$ cat src/rtl/core/cptq_pkg.sv
`timescale 1ns / 1ps
// cptq_pkg: shared types, codes and constants for the credit priority task queue
// used by cptq_ctrl, cptq_dp and credit_priority_task_queue; no dependencies
package cptq_pkg;

   // request mode codes
   localparam logic [2:0] MODE_ADD       = 3'd0;
   localparam logic [2:0] MODE_GET_NEXT  = 3'd1;
   localparam logic [2:0] MODE_GET_KEY   = 3'd2;
   localparam logic [2:0] MODE_FINISH    = 3'd3;
   localparam logic [2:0] MODE_EVENT_RDY = 3'd4;
   localparam logic [2:0] MODE_KEY_RDY   = 3'd5;

   // result status codes
   localparam logic [1:0] STAT_OK      = 2'd0;
   localparam logic [1:0] STAT_FULL    = 2'd1;
   localparam logic [1:0] STAT_REFUSED = 2'd2;
   localparam logic [1:0] STAT_NONE    = 2'd3;

   // register indexes
   localparam logic [1:0] CSR_SCHED     = 2'd0;
   localparam logic [1:0] CSR_CREDIT    = 2'd1;
   localparam logic [1:0] CSR_KEY_GATE  = 2'd2;

   localparam logic [35:0] CREDIT_RESET = 36'h8_0000_0000;
   localparam logic [35:0] CREDIT_MAX   = 36'hF_FFFF_FFFF;

   typedef struct packed {
      logic [2:0]         mode;
      logic [9:0]         item_key;
      logic signed [15:0] item_priority;
      logic [31:0]        item_len;
      logic               item_event_ready;
   } req_type;

   typedef struct packed {
      logic [1:0]         status;
      logic [9:0]         out_key;
      logic signed [15:0] out_priority;
      logic [31:0]        out_len;
      logic [6:0]         pending_count;
      logic [35:0]        credits_left;
   } rsp_type;

   // one stored task
   typedef struct packed {
      logic [9:0]         key;
      logic signed [15:0] prio;
      logic [31:0]        len;
      logic               ev;
   } entry_type;

   // configuration as seen by the datapath
   typedef struct packed {
      logic        sched;
      logic        gate;
      logic        credit_load;
      logic [35:0] credit_val;
   } cfg_type;

   // controller to datapath
   typedef struct packed {
      logic       latch;
      logic       append;
      logic       sort_pass;
      logic       scan_reset;
      logic       scan_load;
      logic       scan_next;
      logic       remove;
      logic       clear_mark;
      logic       charge;
      logic       refund;
      logic       set_event;
      logic       set_mark;
      logic       clear_step;
      logic       respond;
      logic       removed;
      logic [1:0] status;
   } cmd_type;

   // datapath to controller
   typedef struct packed {
      logic full;
      logic empty;
      logic sort_last;
      logic scan_last;
      logic hit;
      logic evt_any;
      logic clear_last;
   } stat_type;

   // true when entry a must come after entry b
   function automatic logic goes_after(entry_type a, entry_type b);
      logic r;
      if (a.prio != b.prio) r = (a.prio < b.prio);
      else r = (a.key > b.key);
      return r;
   endfunction

endpackage

$ cat src/rtl/core/cptq_ctrl.sv
`timescale 1ns / 1ps
// cptq_ctrl: sequencer for the task queue (clear, execute, sort, scan)
// depends on cptq_pkg
module cptq_ctrl
   import cptq_pkg::*;
(
   input  logic       clock,
   input  logic       reset,
   input  logic       start,
   input  logic [2:0] req_mode,
   input  logic       sched,
   input  logic       gate,
   input  stat_type   stat,
   output cmd_type    cmd,
   output logic       busy
);

   localparam logic [2:0] S_CLEAR   = 3'd0;
   localparam logic [2:0] S_IDLE    = 3'd1;
   localparam logic [2:0] S_EXEC    = 3'd2;
   localparam logic [2:0] S_SORT    = 3'd3;
   localparam logic [2:0] S_SCAN_RD = 3'd4;
   localparam logic [2:0] S_SCAN_EV = 3'd5;

   logic [2:0] state_ff, state_in;
   logic [2:0] mode_ff, mode_in;

   always_ff @(posedge clock) begin
      if (reset) begin
         state_ff <= S_CLEAR;
         mode_ff  <= MODE_ADD;
      end else begin
         state_ff <= state_in;
         mode_ff  <= mode_in;
      end
   end

   assign busy = (state_ff != S_IDLE);

   // next state and commands
   always_comb begin
      state_in = state_ff;
      mode_in  = mode_ff;
      cmd      = '0;
      unique case (state_ff)
         S_CLEAR: begin
            cmd.clear_step = 1'b1;
            if (stat.clear_last) state_in = S_IDLE;
         end
         S_IDLE: begin
            if (start) begin
               cmd.latch = 1'b1;
               mode_in   = req_mode;
               state_in  = S_EXEC;
            end
         end
         S_EXEC: begin
            state_in = S_IDLE;
            case (mode_ff)
               MODE_ADD: begin
                  if (stat.full) begin
                     cmd.respond = 1'b1;
                     cmd.status  = STAT_FULL;
                  end else begin
                     cmd.append = 1'b1;
                     if (sched) state_in = S_SORT;
                     else cmd.respond = 1'b1;
                  end
               end
               MODE_GET_NEXT, MODE_GET_KEY: begin
                  if (mode_ff == MODE_GET_KEY && sched) begin
                     cmd.respond = 1'b1;
                     cmd.status  = STAT_REFUSED;
                  end else if (stat.empty) begin
                     cmd.respond = 1'b1;
                     cmd.status  = STAT_NONE;
                  end else begin
                     cmd.scan_reset = 1'b1;
                     state_in       = S_SCAN_RD;
                  end
               end
               MODE_FINISH: begin
                  cmd.refund  = sched;
                  cmd.respond = 1'b1;
               end
               MODE_EVENT_RDY: begin
                  cmd.set_event = 1'b1;
                  cmd.respond   = 1'b1;
                  cmd.status    = stat.evt_any ? STAT_OK : STAT_NONE;
               end
               MODE_KEY_RDY: begin
                  cmd.set_mark = 1'b1;
                  cmd.respond  = 1'b1;
               end
               default: cmd.respond = 1'b1;
            endcase
         end
         S_SORT: begin
            cmd.sort_pass = 1'b1;
            if (stat.sort_last) begin
               cmd.respond = 1'b1;
               state_in    = S_IDLE;
            end
         end
         S_SCAN_RD: begin
            cmd.scan_load = 1'b1;
            state_in      = S_SCAN_EV;
         end
         S_SCAN_EV: begin
            if (stat.hit) begin
               cmd.remove     = 1'b1;
               cmd.removed    = 1'b1;
               cmd.respond    = 1'b1;
               cmd.clear_mark = (mode_ff == MODE_GET_NEXT) && gate;
               cmd.charge     = (mode_ff == MODE_GET_NEXT) && sched;
               state_in       = S_IDLE;
            end else if (stat.scan_last) begin
               cmd.respond = 1'b1;
               cmd.status  = STAT_NONE;
               state_in    = S_IDLE;
            end else begin
               cmd.scan_next = 1'b1;
               state_in      = S_SCAN_RD;
            end
         end
         default: state_in = S_IDLE;
      endcase
   end

endmodule

$ cat config.mk
export PLATFORM = sky130hd
export DESIGN_NAME = cptq_ctrl
export DESIGN_NICKNAME = d
export VERILOG_FILES = /design/src/rtl/core/cptq_pkg.sv /design/src/rtl/core/cptq_ctrl.sv
export SDC_FILE = /design/constraint.sdc
export NUM_CORES = 1
export LEC_CHECK = 0
export BUFFER_PORTS_ARGS = -buffer_cell sky130_fd_sc_hd__buf_2
export CAP_MARGIN = 20
export CORE_MARGIN = 3
export CORE_UTILIZATION = 35
export CTS_BUF_LIST = sky130_fd_sc_hd__clkbuf_4 sky130_fd_sc_hd__clkbuf_8
export CTS_CLUSTER_SIZE = 14
export DETAILED_ROUTE_END_ITERATION = 8
export MAX_ROUTING_LAYER = met4
export PLACE_DENSITY = 0.69
export RECOVER_POWER = 100
export SLEW_MARGIN = 20
export SYNTH_ARGS = -nofsm -noshare
export SYNTH_HDL_FRONTEND = slang
export SYNTH_SLANG_ARGS = --single-unit
$ cat constraint.sdc
create_clock -name clock -period 1.9 [get_ports clock]
set_input_delay 0.38 -clock clock [delete_from_list [all_inputs] [get_ports clock]]
set_output_delay 0.38 -clock clock [all_outputs]
set_load 0.1 [all_outputs]
After elaboration in Yosys (flattened, before gate mapping) --
Cells that the tools add are included.
Operators by class: reductions and logical operators 8, equality and inequality tests 14, muxes and demuxes 50
Operator list (count):
- 1-bit two-way mux | 27
- 3-bit two-way mux | 9
- 3-bit one-hot mux with 6 select lines | 1
- 2-bit two-way mux | 7
- 3-bit by 2-bit == test with 1-bit output, second input constant | 4
- 3-bit == test, second input constant | 4
- 3-bit by 1-bit == test with 1-bit output, second input constant | 2
- 3-bit logical NOT | 2
- 2-bit != test, second input constant | 3
- 2-bit one-hot mux with 3 select lines | 1
- 3-bit one-hot mux with 2 select lines | 1
- 4-bit two-way mux | 1
- 2-bit one-hot mux with 2 select lines | 1
- 1-bit logical AND | 3
- 3-bit by 1-bit != test with 1-bit output, second input constant | 1
- 1-bit one-hot mux with 3 select lines | 1
- 3-bit AND reduction | 1
- 1-bit one-hot mux with 2 select lines | 1
- 2-bit AND reduction | 1
- 2-bit OR reduction | 1
Word-level totals: register bits 6, input port bits 15

Longest topological paths before layout --
depth after elaboration 5, depth in mapped cells 6, mapped depth without buffers 4

Worst setup path before layout --
No wires, ideal clock.
path type register -> output, from register state_ff[0], to output port cmd[9] in the netlist's numbering, setup slack -2334 ps, required time 1520 ps, arrival 3854 ps, stages on the path, launching flop included 6, buffers on the path 1, cell sequence dfxtp_1 > clkbuf_8 > and2b_2 > and3_1 > nand2b_1 > nor3b_1
RTL lines:
- from (decl) | RTL line cptq_ctrl.sv:25 | logic [2:0] state_ff, state_in;
- from (signal assigned) | RTL line cptq_ctrl.sv:33 | state_ff <= state_in;
- to (decl) | RTL line cptq_ctrl.sv:14 | output cmd_type cmd,

==> run_results.csv <==
group,metric,value,unit
pwr,switching_share,41.4,%
detailed_routing,routed_wl,2.48,mm
die,num_rows,14,
sta,post_layout_worst_setup_margin,-31.2,ps
clock_tree,clock_tree_from_tritoncts,"yes",
detailed_routing,drt_pre_antenna_iters,4,
critical_path,startpoint_type,"flip-flop",
clock_tree,htreeDepth,1,
die,initial_cell_density_of_the_core,38.3,%
detailed_routing,routed-via-count,831,
finish,area_delta_synth_final,123,%
critical_path,critPathKind,"reg2out",
outcome,violations,"setup timing",
critical_path,critical_path.top_delay_family,"simple AND/OR/NAND/NOR gates",
die,io_pins,33,
die,die_height,47.3,um
sta,maxSlewHeadroom,67.9,%
synth,synth.largest_area_cell,"dfxtp_1",
critical_path,crit_chain,"and2b_2, and3_4, nand2b_4, nor3b_4, buf_12",
detailed_routing,detail_route.vias_per_cell,5.89,
sta,post-route-min-period,1930,ps
detailed_routing,detail_route.wl_per_cell,17.6,um
grt,grt_antenna_before_repair,0,
placement,routabilityCongestion,0.879,
critical_path,cp_slowest_cell,"dfxtp_4",
finish,multi_input_comb_area,614,um2
sta,post_route_setup_tns,-36.4,ps
sta,setup_repair_after_global_routing_missed_its_margin,"yes",
grt,number_of_global_route_vias_before_repair,776,
grt,maximum_number_of_pins_on_one_net_before_global_route_repair,10,
sta,max_freq,518,MHz
die,fp.dieArea,0.00224,mm2
synth,synth.top_cells.by_area,"dfxtp_1 20%, nor2_1 8.2%, nor3_1 6.7%, nand2b_1 5.2%, mux2i_1 5.0%",
sta,hold_ws,368,ps
critical_path,critical_path.max_fanout,5,
pwr,comb_power_share,44.6,%
placement,place_hpwl,1.63,mm
synth,synth_area,597,um2
synth,synth.yosys.warnings,0,
grt,grt-ovfl-total,0,
finish,diodes_inserted,0,
pwr,clkPwrFrac,25.3,%
critical_path,arrival,1550,ps
clock_tree,worst_skew_pair.late_latency,250,ps
grt,grt_util_overall,22.7,%
sta,report.final.slew_viol_count,0,
grt,grt_pass1_wl,3.47,mm
pwr,vdd_drop_max,0.000350,V
die,die_x,47.3,um
finish,layout_commonest_cell,"buf_12",
clock_tree,cts-buffers-inserted,3,
pwr,power_report.internal_total,0.282,mW
clock_tree,clock_tree.buffer_depth,2,
sta,timing.final.setup_violations,2,
die,core-area,0.00156,mm2
synth,synthesis.area_per_instance,7.28,um2
critical_path,worstSetupEndpointType,"output port",
worst_hold_path,hold_path_class,"in2reg",
synth,synth.lib_cells_used.distinct,34,
clock_tree,cts.sink_count,6,
job,number_of_max_cap_violations,0,
synth,post_synth_net_total,97,
detailed_routing,drt_iter0_drc,23,
critical_path,total_buffers_and_inverters_traversed_by_the_critical_path,1,
clock_tree,clk_root_buffer_cell,"clkbuf_4",
critical_path,critPathMaxStageDelay,350,ps
synth,synth-seq-cells,6,
sta,finalClockSkew,0.917,ps
finish,final_net_count,142,
sta,timing_hold_violations_final,0,
pwr,p_leak,0.532,nW
placement,io_buffers,32,
sta,worstMarginPinSlew,484,ps
finish,top_library_cells_by_usage_in_the_layout_fill_and_taps_aside,"17 x buf_12, 15 x buf_2, 14 x buf_4",
pwr,share_seq_of_total_power,30.1,%
finish,fill_cell_count,78,
synth,ys_seq_area_share,20.1,%
critical_path,timing.critical_path.required,1520,ps
clock_tree,path_clk_slew,50,ps
finish,drive_above_1_share,70.4,%
finish,post-route-util,85.4,%
pwr,power_density,361,mW/mm2
detailed_routing,remaining_design_rule_violation_count,0,
synth,synth_cells,82,
outcome,outcome,"finished with violations",
finish,layout.area.seq,135,um2
sta,final_min_period_over_clock_period,102,%
pwr,p_sw,0.199,mW
synth,synth_top_area_share,20.1,%
detailed_routing,final_antenna_net_count,0,
## flip-flops by register name, summed over array words and instances (netlist names)
signal and count:
state_ff 3, mode_ff 3
## power by group through the flow
stage / sequential (mW) / clock [mW] / combinational (mW)
after floorplan: 0.138 / 0 / 0.137
after global placement: 0.145 / 0 / 0.184
after detailed placement: 0.146 / 0 / 0.188
after CTS: 0.144 / 0.125 / 0.203
after global routing: 0.146 / 0.137 / 0.226
final: 0.145 / 0.122 / 0.214
## Yosys cell counts
master and number:
a2111oi_2 1, a211o_2 1, a211oi_1 1, a21boi_0 1, a21oi_1 4, a22oi_1 1, a311o_1 1, a31oi_1 1
a32oi_1 1, and2b_2 1, and3_1 2, and4bb_2 1, buf_4 2, buf_6 1, clkbuf_1 2, clkbuf_8 1
dfxtp_1 6, inv_1 4, mux2i_1 3, nand2_1 5, nand2_2 1, nand2b_1 5, nand3_1 1, nand4b_1 1
nor2_1 13, nor3_1 8, nor3b_1 2, nor3b_4 1, nor4_1 1, o21ai_0 5, o221ai_1 1, o32a_1 1
o41ai_1 1, or3_1 1
## metal layers
layer  vias to the layer above  routed length (um)  GRT usage [%]
li1                        389                   -              -
met1                       390                 963           26.5
met2                        45                1320           37.2
met3                         7                 130           3.07
met4                         0                  68           12.2
met5                         -                   0              -
## worst reg2reg max path, delay by kind of cell (launching register included)
| family | cells | cell delay [ps] |
|---|---|---|
| flops | 1 | 370 |
| compound gates | 1 | 330 |
| simple gates | 3 | 880 |
## through the flow
| stage | instances | area, um2 | setup slack [ps] | total power, mW |
|---|---|---|---|---|
| after floorplan | 82 | 737 | -435 | 0.275 |
| after global placement | 129 | 1160 | 172 | 0.329 |
| after detailed placement | 129 | 1160 | 138 | 0.334 |
| after CTS | 136 | 1270 | -32.0 | 0.472 |
| after global routing | 141 | 1330 | -107 | 0.509 |
| final | 141 | 1330 | -31.2 | 0.481 |
## worst paths after layout
path	startpoint	slack, ps	end	depth (start not counted)
min	req_mode[2]	370	mode_ff[2]	3
max	state_ff[1]	-30	cmd[9]	5
min reg2reg	mode_ff[1]	560	mode_ff[1]	2
max reg2reg	state_ff[2]	200	state_ff[1]	4
## timing repair
action                     4_1_cts  5_1_grt
buffers inserted                 4        5
resized for setup               15        6
setup endpoints to repair        7        9
pin swaps                        5        5
hold buffers                     0        0
## kinds of logic (layout without fill, tap and decap cells)
logic type      Yosys count  count (layout)  synth area share [%]
simple gates             43              43                  40.0
compound gates           20              20                  24.3
buf+inv                  10              53                  10.5
flops                     6               6                  20.1
mux                       3               3                  5.03
## cell type report
cell class | count | share of cell area [%]
flip-flops and latches | 6 | 10.2
multi-input cells | 66 | 46.1
clock buffers | 3 | 1.69
well taps | 16 | 1.50
inverters | 4 | 1.41
repair buffers | 46 | 39.1
Note: power is estimated with default switching activity, not from simulation.
